$ cat src/design/power_source_transfer_switch_core_assert.svh
// ---------------------------------------------------------------------------
// Assertion macros for the power source transfer switch
// Concurrent check macros that compile to nothing in synthesis builds.
// ---------------------------------------------------------------------------
`ifndef POWER_SOURCE_TRANSFER_SWITCH_CORE_ASSERT_SVH
`define POWER_SOURCE_TRANSFER_SWITCH_CORE_ASSERT_SVH

`ifndef SYNTHESIS

// The consequent must hold in the same cycle as the antecedent.
`define PSTC_ASSERT_SAME(label, clk, rst, ante, cons) \
   label: assert property (@(posedge clk) disable iff (rst) (ante) |-> (cons)) \
      else $error("power source transfer switch check failed");

// The consequent must hold in the cycle after the antecedent.
`define PSTC_ASSERT_NEXT(label, clk, rst, ante, cons) \
   label: assert property (@(posedge clk) disable iff (rst) (ante) |=> (cons)) \
      else $error("power source transfer switch check failed");

`else

`define PSTC_ASSERT_SAME(label, clk, rst, ante, cons)
`define PSTC_ASSERT_NEXT(label, clk, rst, ante, cons)

`endif

`endif

$ cat src/design/pst_pkg.sv
// ---------------------------------------------------------------------------
// Power source transfer switch package
// Shared widths, source codes, gate patterns, register indexes and types.
// ---------------------------------------------------------------------------
`default_nettype none

package pst_pkg;

   localparam int unsigned MV_W        = 16;
   localparam int unsigned VIOL_W      = 8;
   localparam int unsigned TICK_W      = 16;
   localparam int unsigned GATE_W      = 4;
   localparam int unsigned SRC_W       = 2;
   localparam int unsigned CSR_ADDR_W  = 2;
   localparam int unsigned CSR_DATA_W  = 16;
   localparam int unsigned REQ_TDATA_W = 32;
   localparam int unsigned RSP_TDATA_W = 40;

   typedef logic [SRC_W-1:0] src_type;

   localparam src_type SRC_NONE    = 2'd0;
   localparam src_type SRC_MAIN    = 2'd1;
   localparam src_type SRC_RESERVE = 2'd2;

   // Gate bits: bit0 main high, bit1 reserve high, bit2 reserve low, bit3 main low.
   localparam logic [GATE_W-1:0] GATES_OFF     = 4'b0000;
   localparam logic [GATE_W-1:0] GATES_MAIN    = 4'b1001;
   localparam logic [GATE_W-1:0] GATES_RESERVE = 4'b0110;

   localparam logic [CSR_ADDR_W-1:0] CSR_THRESHOLD  = 2'd0;
   localparam logic [CSR_ADDR_W-1:0] CSR_VIOL_LIMIT = 2'd1;
   localparam logic [CSR_ADDR_W-1:0] CSR_DEAD_TIME  = 2'd2;

   localparam logic [MV_W-1:0]   THRESHOLD_RST  = 16'd10000;
   localparam logic [VIOL_W-1:0] VIOL_LIMIT_RST = 8'd3;
   localparam logic [TICK_W-1:0] DEAD_TIME_RST  = 16'd1000;

   typedef enum logic [1:0] {
      MODE_IDLE = 2'b01,
      MODE_DEAD = 2'b10
   } mode_type;

   typedef struct packed {
      logic [MV_W-1:0]   threshold_mv;
      logic [VIOL_W-1:0] violation_limit;
      logic [TICK_W-1:0] dead_time_ticks;
   } cfg_type;

   typedef struct packed {
      logic            tick;
      logic [MV_W-1:0] main_mv;
      logic [MV_W-1:0] reserve_mv;
   } item_type;

   typedef struct packed {
      src_type           active_source;
      src_type           target_source;
      logic              switching;
      logic [GATE_W-1:0] gate_drive;
      logic [VIOL_W-1:0] violations;
      logic [MV_W-1:0]   active_voltage_mv;
      logic              switch_started;
   } result_type;

endpackage

`default_nettype wire

$ cat src/design/pst_csr.sv
// ---------------------------------------------------------------------------
// Configuration registers
// Holds the threshold, violation limit and dead time written over the CSR port.
// ---------------------------------------------------------------------------
`default_nettype none

module pst_csr (
   input  wire logic                              clock,
   input  wire logic                              reset,
   input  wire logic                              csr_we,
   input  wire logic [pst_pkg::CSR_ADDR_W-1:0]    csr_addr,
   input  wire logic [pst_pkg::CSR_DATA_W-1:0]    csr_wdata,
   output      pst_pkg::cfg_type                  cfg
);

   pst_pkg::cfg_type cfg_ff;
   pst_pkg::cfg_type cfg_in;

   always_comb begin
      cfg_in = cfg_ff;
      if (csr_we) begin
         unique case (csr_addr)
            pst_pkg::CSR_THRESHOLD:  cfg_in.threshold_mv    = csr_wdata;
            pst_pkg::CSR_VIOL_LIMIT: cfg_in.violation_limit = csr_wdata[pst_pkg::VIOL_W-1:0];
            pst_pkg::CSR_DEAD_TIME:  cfg_in.dead_time_ticks = csr_wdata;
            default:                 cfg_in = cfg_ff;
         endcase
      end
   end

   always_ff @(posedge clock) begin
      if (reset) begin
         cfg_ff.threshold_mv    <= pst_pkg::THRESHOLD_RST;
         cfg_ff.violation_limit <= pst_pkg::VIOL_LIMIT_RST;
         cfg_ff.dead_time_ticks <= pst_pkg::DEAD_TIME_RST;
      end else begin
         cfg_ff <= cfg_in;
      end
   end

   assign cfg = cfg_ff;

endmodule

`default_nettype wire

$ cat src/design/pst_in_reg.sv
// ---------------------------------------------------------------------------
// Request input register
// Captures one request per cycle and holds it until the engine takes it.
// ---------------------------------------------------------------------------
`default_nettype none

module pst_in_reg (
   input  wire logic              clock,
   input  wire logic              reset,
   input  wire logic              req_tvalid,
   output      logic              req_tready,
   input  wire pst_pkg::item_type req_item,
   input  wire logic              advance,
   output      logic              item_valid,
   output      pst_pkg::item_type item
);

   logic              valid_ff;
   logic              valid_in;
   pst_pkg::item_type item_ff;

   // The register may load when it is empty or its content moves on this cycle.
   assign req_tready = !valid_ff || advance;
   assign valid_in   = req_tready ? req_tvalid : valid_ff;

   always_ff @(posedge clock) begin
      if (reset) begin
         valid_ff <= 1'b0;
      end else begin
         valid_ff <= valid_in;
      end
   end

   always_ff @(posedge clock) begin
      if (req_tready && req_tvalid) begin
         item_ff <= req_item;
      end
   end

   assign item_valid = valid_ff;
   assign item       = item_ff;

endmodule

`default_nettype wire

$ cat src/design/pst_engine.sv
// ---------------------------------------------------------------------------
// Transfer switch engine
// Holds the switch state, applies one request per cycle while results drain and registers the result.
// ---------------------------------------------------------------------------
`default_nettype none

`include "power_source_transfer_switch_core_assert.svh"

module pst_engine (
   input  wire logic                clock,
   input  wire logic                reset,
   input  wire pst_pkg::cfg_type    cfg,
   input  wire logic                item_valid,
   input  wire pst_pkg::item_type   item,
   output      logic                advance,
   output      logic                rsp_valid,
   input  wire logic                rsp_ready,
   output      pst_pkg::result_type rsp
);

   pst_pkg::mode_type                mode_ff, mode_in;
   pst_pkg::src_type                 cur_ff, cur_in;
   pst_pkg::src_type                 pend_ff, pend_in;
   logic [pst_pkg::VIOL_W-1:0]       viol_ff, viol_in;
   logic [pst_pkg::TICK_W-1:0]       dtc_ff, dtc_in;
   logic [pst_pkg::GATE_W-1:0]       gate_ff, gate_in;
   logic [pst_pkg::MV_W-1:0]         main_mv_ff, main_mv_in;
   logic [pst_pkg::MV_W-1:0]         res_mv_ff, res_mv_in;
   logic                             rsp_valid_ff;
   pst_pkg::result_type              rsp_ff, rsp_in;

   logic                             consume;
   logic                             main_ok;
   logic                             res_ok;
   logic [pst_pkg::VIOL_W-1:0]       viol_inc;
   logic                             hit;
   logic [pst_pkg::TICK_W-1:0]       dtc_inc;
   logic                             start;
   pst_pkg::src_type                 start_target;
   logic [pst_pkg::MV_W-1:0]         act_mv;
   logic [pst_pkg::VIOL_W-1:0]       viol_sel;

   assign advance = !rsp_valid_ff || rsp_ready;
   assign consume = item_valid && advance;

   assign main_ok  = item.main_mv >= cfg.threshold_mv;
   assign res_ok   = item.reserve_mv >= cfg.threshold_mv;
   assign viol_inc = (viol_ff == '1) ? viol_ff : viol_ff + 1'b1;
   assign hit      = viol_inc >= cfg.violation_limit;
   assign dtc_inc  = (dtc_ff == '1) ? dtc_ff : dtc_ff + 1'b1;

   // Decide counting and switch start for a sample taken while idle.
   always_comb begin
      viol_in      = viol_ff;
      start        = 1'b0;
      start_target = pst_pkg::SRC_NONE;
      if (!main_ok && !res_ok) begin
         viol_in      = viol_inc;
         start        = hit;
         start_target = pst_pkg::SRC_NONE;
      end else begin
         unique case (cur_ff)
            pst_pkg::SRC_MAIN: begin
               if (!main_ok) begin
                  viol_in      = viol_inc;
                  start        = hit && res_ok;
                  start_target = pst_pkg::SRC_RESERVE;
               end else begin
                  viol_in = '0;
               end
            end
            pst_pkg::SRC_RESERVE: begin
               priority if (main_ok) begin
                  viol_in      = viol_inc;
                  start        = hit;
                  start_target = pst_pkg::SRC_MAIN;
               end else if (!res_ok) begin
                  viol_in      = viol_inc;
                  start        = hit;
                  start_target = pst_pkg::SRC_NONE;
               end else begin
                  viol_in = '0;
               end
            end
            default: begin
               // No source connected: a good main wins over a good reserve.
               if (main_ok) begin
                  viol_in      = viol_inc;
                  start        = hit;
                  start_target = pst_pkg::SRC_MAIN;
               end else begin
                  viol_in      = viol_inc;
                  start        = hit;
                  start_target = pst_pkg::SRC_RESERVE;
               end
            end
         endcase
      end
   end

   // Next state for the request in the input register.
   always_comb begin
      mode_in    = mode_ff;
      cur_in     = cur_ff;
      pend_in    = pend_ff;
      dtc_in     = dtc_ff;
      gate_in    = gate_ff;
      main_mv_in = main_mv_ff;
      res_mv_in  = res_mv_ff;
      rsp_in     = rsp_ff;
      if (item.tick) begin
         if (mode_ff == pst_pkg::MODE_DEAD) begin
            dtc_in = dtc_inc;
            if (dtc_inc >= cfg.dead_time_ticks) begin
               unique case (pend_ff)
                  pst_pkg::SRC_MAIN:    gate_in = pst_pkg::GATES_MAIN;
                  pst_pkg::SRC_RESERVE: gate_in = pst_pkg::GATES_RESERVE;
                  default:              gate_in = pst_pkg::GATES_OFF;
               endcase
               cur_in  = pend_ff;
               mode_in = pst_pkg::MODE_IDLE;
               dtc_in  = '0;
            end
         end
      end else if (mode_ff == pst_pkg::MODE_IDLE) begin
         main_mv_in = item.main_mv;
         res_mv_in  = item.reserve_mv;
         if (start) begin
            pend_in = start_target;
            mode_in = pst_pkg::MODE_DEAD;
            gate_in = pst_pkg::GATES_OFF;
            dtc_in  = '0;
         end
      end

      unique case (cur_in)
         pst_pkg::SRC_MAIN:    act_mv = main_mv_in;
         pst_pkg::SRC_RESERVE: act_mv = res_mv_in;
         default:              act_mv = '0;
      endcase

      rsp_in.active_source     = cur_in;
      rsp_in.target_source     = pend_in;
      rsp_in.switching         = (mode_in == pst_pkg::MODE_DEAD);
      rsp_in.gate_drive        = gate_in;
      rsp_in.violations        = viol_sel;
      rsp_in.active_voltage_mv = act_mv;
      rsp_in.switch_started    = !item.tick && (mode_ff == pst_pkg::MODE_IDLE) && start;
   end

   // The violation count moves only on idle samples and clears when a switch completes.
   always_comb begin
      priority if (item.tick) begin
         viol_sel = ((mode_ff == pst_pkg::MODE_DEAD) && (dtc_inc >= cfg.dead_time_ticks))
                    ? '0 : viol_ff;
      end else if (mode_ff == pst_pkg::MODE_IDLE) begin
         viol_sel = viol_in;
      end else begin
         viol_sel = viol_ff;
      end
   end

   always_ff @(posedge clock) begin
      if (reset) begin
         mode_ff    <= pst_pkg::MODE_DEAD;
         cur_ff     <= pst_pkg::SRC_NONE;
         pend_ff    <= pst_pkg::SRC_NONE;
         viol_ff    <= '0;
         dtc_ff     <= '0;
         gate_ff    <= pst_pkg::GATES_OFF;
         main_mv_ff <= '0;
         res_mv_ff  <= '0;
      end else if (consume) begin
         mode_ff    <= mode_in;
         cur_ff     <= cur_in;
         pend_ff    <= pend_in;
         viol_ff    <= viol_sel;
         dtc_ff     <= dtc_in;
         gate_ff    <= gate_in;
         main_mv_ff <= main_mv_in;
         res_mv_ff  <= res_mv_in;
      end
   end

   always_ff @(posedge clock) begin
      if (reset) begin
         rsp_valid_ff <= 1'b0;
      end else if (advance) begin
         rsp_valid_ff <= item_valid;
      end
   end

   always_ff @(posedge clock) begin
      if (consume) begin
         rsp_ff <= rsp_in;
      end
   end

   assign rsp_valid = rsp_valid_ff;
   assign rsp       = rsp_ff;

   // The main and reserve gate pairs are never driven at the same time.
   `PSTC_ASSERT_SAME(a_no_shoot_through, clock, reset, 1'b1, !((gate_ff[0] || gate_ff[3]) && (gate_ff[1] || gate_ff[2])))
   // All gates stay off while the dead time runs.
   `PSTC_ASSERT_SAME(a_dead_gates_off, clock, reset, mode_ff == pst_pkg::MODE_DEAD, gate_ff == pst_pkg::GATES_OFF)
   // A switch that starts leaves the engine in dead time with a cleared tick count.
   `PSTC_ASSERT_NEXT(a_start_enters_dead, clock, reset, consume && rsp_in.switch_started, (mode_ff == pst_pkg::MODE_DEAD) && (dtc_ff == '0))
   // A delivered result that reports a new switch also reports the dead time.
   `PSTC_ASSERT_SAME(a_started_switching, clock, reset, rsp_valid_ff && rsp_ff.switch_started, rsp_ff.switching && (rsp_ff.gate_drive == pst_pkg::GATES_OFF))

endmodule

`default_nettype wire

$ cat src/design/power_source_transfer_switch_core.sv
// ---------------------------------------------------------------------------
// Power source transfer switch core
// Break-before-make selection between a main and a reserve supply.
// ---------------------------------------------------------------------------
// Each request is either a voltage sample (tuser low) or one microsecond tick
// (tuser high), and each request produces exactly one response that reports
// the switch state after that request. The block takes one request per clock
// cycle for as long as responses are drained: a request is captured in an
// input register, evaluated by the engine against the switch state and
// written to the response register, from which its response is presented.
// The rate is set by the single state update in the engine. After reset
// the block is in the dead time of a switch to no source, with all gates off,
// so ticks are needed before any source can be connected. Configuration
// registers are written through the CSR port: index 0 is the good-voltage
// threshold in millivolts, index 1 the number of consecutive violating samples
// before a switch, and index 2 the dead time in ticks; other indexes are
// ignored. Write them only while no request is in flight.
`default_nettype none

module power_source_transfer_switch_core (
   input  wire logic                              clock,
   input  wire logic                              reset,
   // Request stream.
   input  wire logic                              req_tvalid,
   output      logic                              req_tready,
   input  wire logic [pst_pkg::REQ_TDATA_W-1:0]   req_tdata,  // main_mv[15:0], reserve_mv[31:16]
   input  wire logic [0:0]                        req_tuser,  // func[0]
   // Response stream.
   output      logic                              rsp_tvalid,
   input  wire logic                              rsp_tready,
   // active_source[1:0], target_source[3:2], switching[4], gate_drive[8:5],
   // violations[16:9], active_voltage_mv[32:17], switch_started[33], zero[39:34]
   output      logic [pst_pkg::RSP_TDATA_W-1:0]   rsp_tdata,
   // Configuration write port.
   input  wire logic                              csr_we,
   input  wire logic [pst_pkg::CSR_ADDR_W-1:0]    csr_addr,
   input  wire logic [pst_pkg::CSR_DATA_W-1:0]    csr_wdata
);

   pst_pkg::cfg_type    cfg;
   pst_pkg::item_type   req_item;
   pst_pkg::item_type   item;
   logic                item_valid;
   logic                advance;
   pst_pkg::result_type rsp;

   assign req_item.tick       = req_tuser[0];
   assign req_item.main_mv    = req_tdata[15:0];
   assign req_item.reserve_mv = req_tdata[31:16];

   pst_csr u_csr (
      .clock     (clock),
      .reset     (reset),
      .csr_we    (csr_we),
      .csr_addr  (csr_addr),
      .csr_wdata (csr_wdata),
      .cfg       (cfg)
   );

   pst_in_reg u_in_reg (
      .clock      (clock),
      .reset      (reset),
      .req_tvalid (req_tvalid),
      .req_tready (req_tready),
      .req_item   (req_item),
      .advance    (advance),
      .item_valid (item_valid),
      .item       (item)
   );

   pst_engine u_engine (
      .clock      (clock),
      .reset      (reset),
      .cfg        (cfg),
      .item_valid (item_valid),
      .item       (item),
      .advance    (advance),
      .rsp_valid  (rsp_tvalid),
      .rsp_ready  (rsp_tready),
      .rsp        (rsp)
   );

   // Pack the response fields, first field in the lowest bits.
   assign rsp_tdata = {6'b000000,
                       rsp.switch_started,
                       rsp.active_voltage_mv,
                       rsp.violations,
                       rsp.gate_drive,
                       rsp.switching,
                       rsp.target_source,
                       rsp.active_source};

endmodule

`default_nettype wire

$ cat config.mk
export PLATFORM = sky130hd
export DESIGN_NAME = power_source_transfer_switch_core
export DESIGN_NICKNAME = d
export VERILOG_FILES = /design/src/design/pst_pkg.sv /design/src/design/pst_csr.sv /design/src/design/pst_in_reg.sv /design/src/design/pst_engine.sv /design/src/design/power_source_transfer_switch_core.sv
export VERILOG_INCLUDE_DIRS = /design/src /design/src/design
export SDC_FILE = /design/constraint.sdc
export NUM_CORES = 1
export LEC_CHECK = 0
export ABC_AREA = 0
export BUFFER_PORTS_ARGS = -buffer_cell sky130_fd_sc_hd__buf_4
export CORE_AREA = 2 2 127 129
export CTS_CLUSTER_SIZE = 12
export DETAILED_ROUTE_END_ITERATION = 8
export DIE_AREA = 0 0 129 131
export PLACE_DENSITY = 0.79
export SLEW_MARGIN = 30
export SYNTH_ARGS = -nofsm -noshare
export SYNTH_HDL_FRONTEND = slang
export SYNTH_HIERARCHICAL = 1
export SYNTH_SLANG_ARGS = --single-unit
$ cat constraint.sdc
create_clock -name clock -period 5.5 [get_ports clock]
set_input_delay 0.275 -clock clock [delete_from_list [all_inputs] [get_ports clock]]
set_output_delay 0.275 -clock clock [all_outputs]
set_load 0.005 [all_outputs]
==> Flow_metrics.wiki <==
{| class="wikitable"
! Metric !! Value
|-
| Run status || finished, final reports clean
|-
| Leading post-synthesis cells by cell area || sky130_fd_sc_hd__dfxtp_1, sky130_fd_sc_hd__edfxtp_1, sky130_fd_sc_hd__ha_1
|-
| CTS tree || yes
|-
| Wire length of the first global-routing pass || roughly 34,000 um
|-
| Post-CTS setup buffer count || 0
|-
| Vias in the first global route || 6,778
|-
| Library cell used as clock root buffer || sky130_fd_sc_hd__clkbuf_16
|-
| Number of diodes || 0
|-
| Per-instance average area after synthesis || between 9 and 10 um^2
|-
| Number of I/O pins || 98
|-
| Count of max-cap constraint violations || 0
|-
| Startpoint type of the worst setup path || flip-flop
|-
| H-tree lvl count || 4
|-
| Quantity of I/O buffers inserted on ports || between 90 and 100
|-
| Count of state elements after synthesis || about 180
|-
| Number of buffers added to fix hold violations after cts || 6
|-
| Ys Warns || 6
|-
| Total iterations of the first detailed-routing run || 6
|-
| Resize count post-CTS || 0
|-
| Number of enable-type register cells in the synthesized netlist || 67
|-
| Die Footprint || 0.0169 mm^2
|-
| Starting density of the core || just under 60%
|-
| Number of vias per cell after detailed routing || between 5 and 6
|-
| Core region area || 0.0156 mm^2
|-
| Drt total wl || ~22,000 um
|-
| Horizontal die dimension || ~130 um
|-
| Leakage power || around 0.0044 uW
|-
| Area delta synth->final || 17.1%
|-
| Placed wire-length estimate || roughly 15,000 um
|-
| Cell type with the largest total area after synthesis || sky130_fd_sc_hd__dfxtp_1
|-
| TritonCTS Buffers || 17
|-
| Endpoint kind of the worst setup timing path || flip-flop
|-
| Required time of the critical path || between 5 and 6 ns
|-
| Max VDD drop || approximately 0.23 mV
|-
| Instance count of the mapped netlist || between 900 and 1,000
|-
| Period utilization || 89.2%
|-
| CP Data Arrival Time || slightly above 5 ns
|-
| Post-layout utilization of the core || between 60 and 70%
|-
| Type of the worst setup path || flip-flop to flip-flop
|-
| Fin crit period || between 4 and 5 ns
|-
| Area share of the leading cell type in the synthesized netlist || between 20% and 30%
|-
| GRT overflow || 0
|-
| CTS clk-pin slew, worst paths || 0.07 ns
|-
| Achievable Freq || approximately 200 MHz
|-
| Setup tns final || 0 ns
|-
| Min-Delay Path Class || primary input to flip-flop
|-
| Final max-slew violation count || 0
|-
| Layout cell share with drive strength beyond 1 || between 10% and 20%
|-
| Gpl congestion || just under 0.9
|-
| Unrepaired setup endpoints after global routing || no
|-
| Share of synthesized area occupied by flip-flops and latches || 46.4%
|-
| Number of buffers between clock root and the deepest sink || 2
|-
| Residual antenna-violating net count after detailed routing || 0
|-
| Placement Rows || 46
|-
| Residual DRC || 0
|-
| Maximum fanout count along the critical path || 16
|-
| Number of clock sinks || 175
|-
| Number of vias after detailed routing || about 7,300
|-
| Predominant post-synthesis flop cell || sky130_fd_sc_hd__dfxtp_1
|-
| Final Hold Fails || 0
|-
| Count of unique library cells instantiated by Yosys || 66
|-
| Drt wl/cell || about 17 um
|-
| Final Setup Violations || 0
|-
| Slew headroom || between 40% and 50%
|-
| Cell area power density || 268 mW/mm^2
|-
| Net count of the finished layout || 1,176
|-
| Setup clock skew after layout || 0.0118 ns
|-
| Worst Max-Slew Pin Slew || 0.781 ns
|-
| Fraction of registers with async set or reset after synthesis || 0%
|-
| Total Routing Usage GR || about a quarter
|-
| Antenna violations before repair || 0
|-
| Clk Latency, worst-skew pair || between 0.4 and 0.5 ns
|-
| Initial detailed-routing violation count || between 700 and 800
|-
| Height of the die || between 100 and 150 um
|-
| Maximum number of pins on one net before global-route repair || ~110
|-
| Cell area after technology mapping || ~0.0090 mm^2
|}
-- power breakdown --
group	switching [uW]	total [uW]	internal (uW)	leakage [uW]
sequential	28.2	1410	1380	0.00152
clock	552	1180	625	0.000282
combinational	129	230	101	0.00262
-- per-layer routing --
| layer | routed length [um] | vias up | GRT usage (%) |
|---|---|---|---|
| met2 | 10400 | 308 | 41.9 |
| li1 | - | 3543 | - |
| met5 | 0 | - | 0 |
| met3 | 1360 | 41 | 5.01 |
| met1 | 9360 | 3397 | 34.2 |
| met4 | 493 | 0 | 9.14 |
-- kinds of logic (layout without fill, tap and decap cells) --
logic type               count (synthesis)  after routing  share of synthesized area [%]
AND/OR/NAND/NOR                        389            389                           20.2
AO/OA/AOI/OAI                          170            170                           13.0
buffers and inverters                  113            208                           5.16
adder cells (fa/ha/maj)                 62             62                           8.63
other                                    1              6                         0.0417
XOR/XNOR                                14             14                           1.36
flip-flops                             175            175                           46.4
multiplexers                            47             47                           5.26
-- cells in the final DEF (no fill, tap or decap), types with 3 or more instances in the layout --
cell,n
sky130_fd_sc_hd__a211oi_1,7
sky130_fd_sc_hd__a21o_1,5
sky130_fd_sc_hd__a21oi_1,58
sky130_fd_sc_hd__a21oi_2,3
sky130_fd_sc_hd__a22o_1,4
sky130_fd_sc_hd__a22oi_1,16
sky130_fd_sc_hd__a31o_2,4
sky130_fd_sc_hd__a31oi_1,6
sky130_fd_sc_hd__a32o_1,3
sky130_fd_sc_hd__a32o_2,10
sky130_fd_sc_hd__a32oi_1,6
sky130_fd_sc_hd__and3_1,4
sky130_fd_sc_hd__buf_4,98
sky130_fd_sc_hd__clkbuf_16,18
sky130_fd_sc_hd__conb_1,6
sky130_fd_sc_hd__dfxtp_1,108
sky130_fd_sc_hd__dlygate4sd3_1,16
sky130_fd_sc_hd__edfxtp_1,67
sky130_fd_sc_hd__ha_1,62
sky130_fd_sc_hd__inv_1,59
sky130_fd_sc_hd__inv_6,5
sky130_fd_sc_hd__inv_8,4
sky130_fd_sc_hd__mux2i_1,45
sky130_fd_sc_hd__nand2_1,183
sky130_fd_sc_hd__nand2b_1,47
sky130_fd_sc_hd__nand3_1,22
sky130_fd_sc_hd__nand3b_1,5
sky130_fd_sc_hd__nand4_1,10
sky130_fd_sc_hd__nor2_1,76
sky130_fd_sc_hd__nor2b_1,5
sky130_fd_sc_hd__nor3_1,10
sky130_fd_sc_hd__o211ai_1,3
sky130_fd_sc_hd__o21a_1,7
sky130_fd_sc_hd__o21ai_0,21
sky130_fd_sc_hd__o22ai_1,3
sky130_fd_sc_hd__o31ai_1,3
sky130_fd_sc_hd__or2_2,5
sky130_fd_sc_hd__or3_1,3
sky130_fd_sc_hd__xnor2_1,9
sky130_fd_sc_hd__xor2_1,5
-- flip-flops by register name, summed over array words and instances (netlist names) --
name and cells:
u_engine/res_mv_ff 16, u_engine/dtc_ff 16, u_in_reg/item_valid 1, u_engine/gate_ff 4, u_engine/pend_ff 2, u_engine/cur_ff 2, u_engine/viol_ff 8, u_in_reg/item 33
u_engine/rsp 34, u_engine/mode_ff 2, u_csr/cfg 40, u_engine/rsp_valid 1, u_engine/main_mv_ff 16
-- worst max-delay path, stage by stage (launching register included) --
cell and delay (ns):
sky130_fd_sc_hd__dfxtp_1 0.44, sky130_fd_sc_hd__ha_1 0.23, sky130_fd_sc_hd__nand3_1 0.20, sky130_fd_sc_hd__nor4_2 0.36
sky130_fd_sc_hd__nand2_1 0.15, sky130_fd_sc_hd__nor2_1 0.22, sky130_fd_sc_hd__nor2_1 0.11, sky130_fd_sc_hd__and4_1 0.22
sky130_fd_sc_hd__xor2_1 0.16, sky130_fd_sc_hd__ha_1 0.30, sky130_fd_sc_hd__nand2_1 0.06, sky130_fd_sc_hd__nor3_1 0.23
sky130_fd_sc_hd__o211ai_1 0.18, sky130_fd_sc_hd__a31oi_1 0.54, sky130_fd_sc_hd__nor2_1 0.09, sky130_fd_sc_hd__a21oi_1 0.23
sky130_fd_sc_hd__inv_1 0.09, sky130_fd_sc_hd__ha_1 0.43, sky130_fd_sc_hd__a22oi_1 0.30, sky130_fd_sc_hd__nor2_1 0.08
-- synthesized netlist by cell type, drive strengths merged (6+ instances only) --
cell and count:
a31oi 6, a22oi 16, nand2 183, a21oi 61
dfxtp 108, edfxtp 67, nand2b 48, xnor2 9
o21a 7, buf 17, o21ai 22, a32oi 6
clkbuf 35, nand3 23, ha 62, nor3 10
inv 61, nor2 77, a211oi 7, a32o 13
mux2i 45, nand4 10
-- layout make-up --
class / instances / area, um^2
clock buffer: 19 / 454
clock inverter: 13 / 119
fill: 1198 / 5060
inverter: 61 / 229
multi-input combinational: 688 / 4380
sequential: 175 / 4170
tap: 216 / 270
timing repair buffer: 115 / 907
-- path summary, 6_finish.rpt --
path,from,cells after the start,end,slack (ns)
setup reg to reg,u_engine/dtc_ff[0],19,u_engine/rsp[1],0.59
setup / recovery,u_engine/dtc_ff[0],19,u_engine/rsp[1],0.59
hold reg to reg,u_engine/main_mv_ff[6],2,u_engine/main_mv_ff[6],0.45
hold / removal,req_tdata[9],1,u_in_reg/item[25],0.01
-- per-stage QoR --
step	hold slack (ns)	std cells	instance area, um^2	total power [uW]	setup slack [ns]
CTS	0.000532	1277	10400	2820	0.654
global placement	0.441	1239	9790	1650	0.901
global route	0.000748	1287	10500	2910	0.0115
finish	0.0102	1287	10500	2820	0.592
floorplan	0.337	976	9010	1560	1.08
detailed placement	0.448	1239	9800	1650	0.708
No activity file was read; power rests on OpenSTA's default activity.
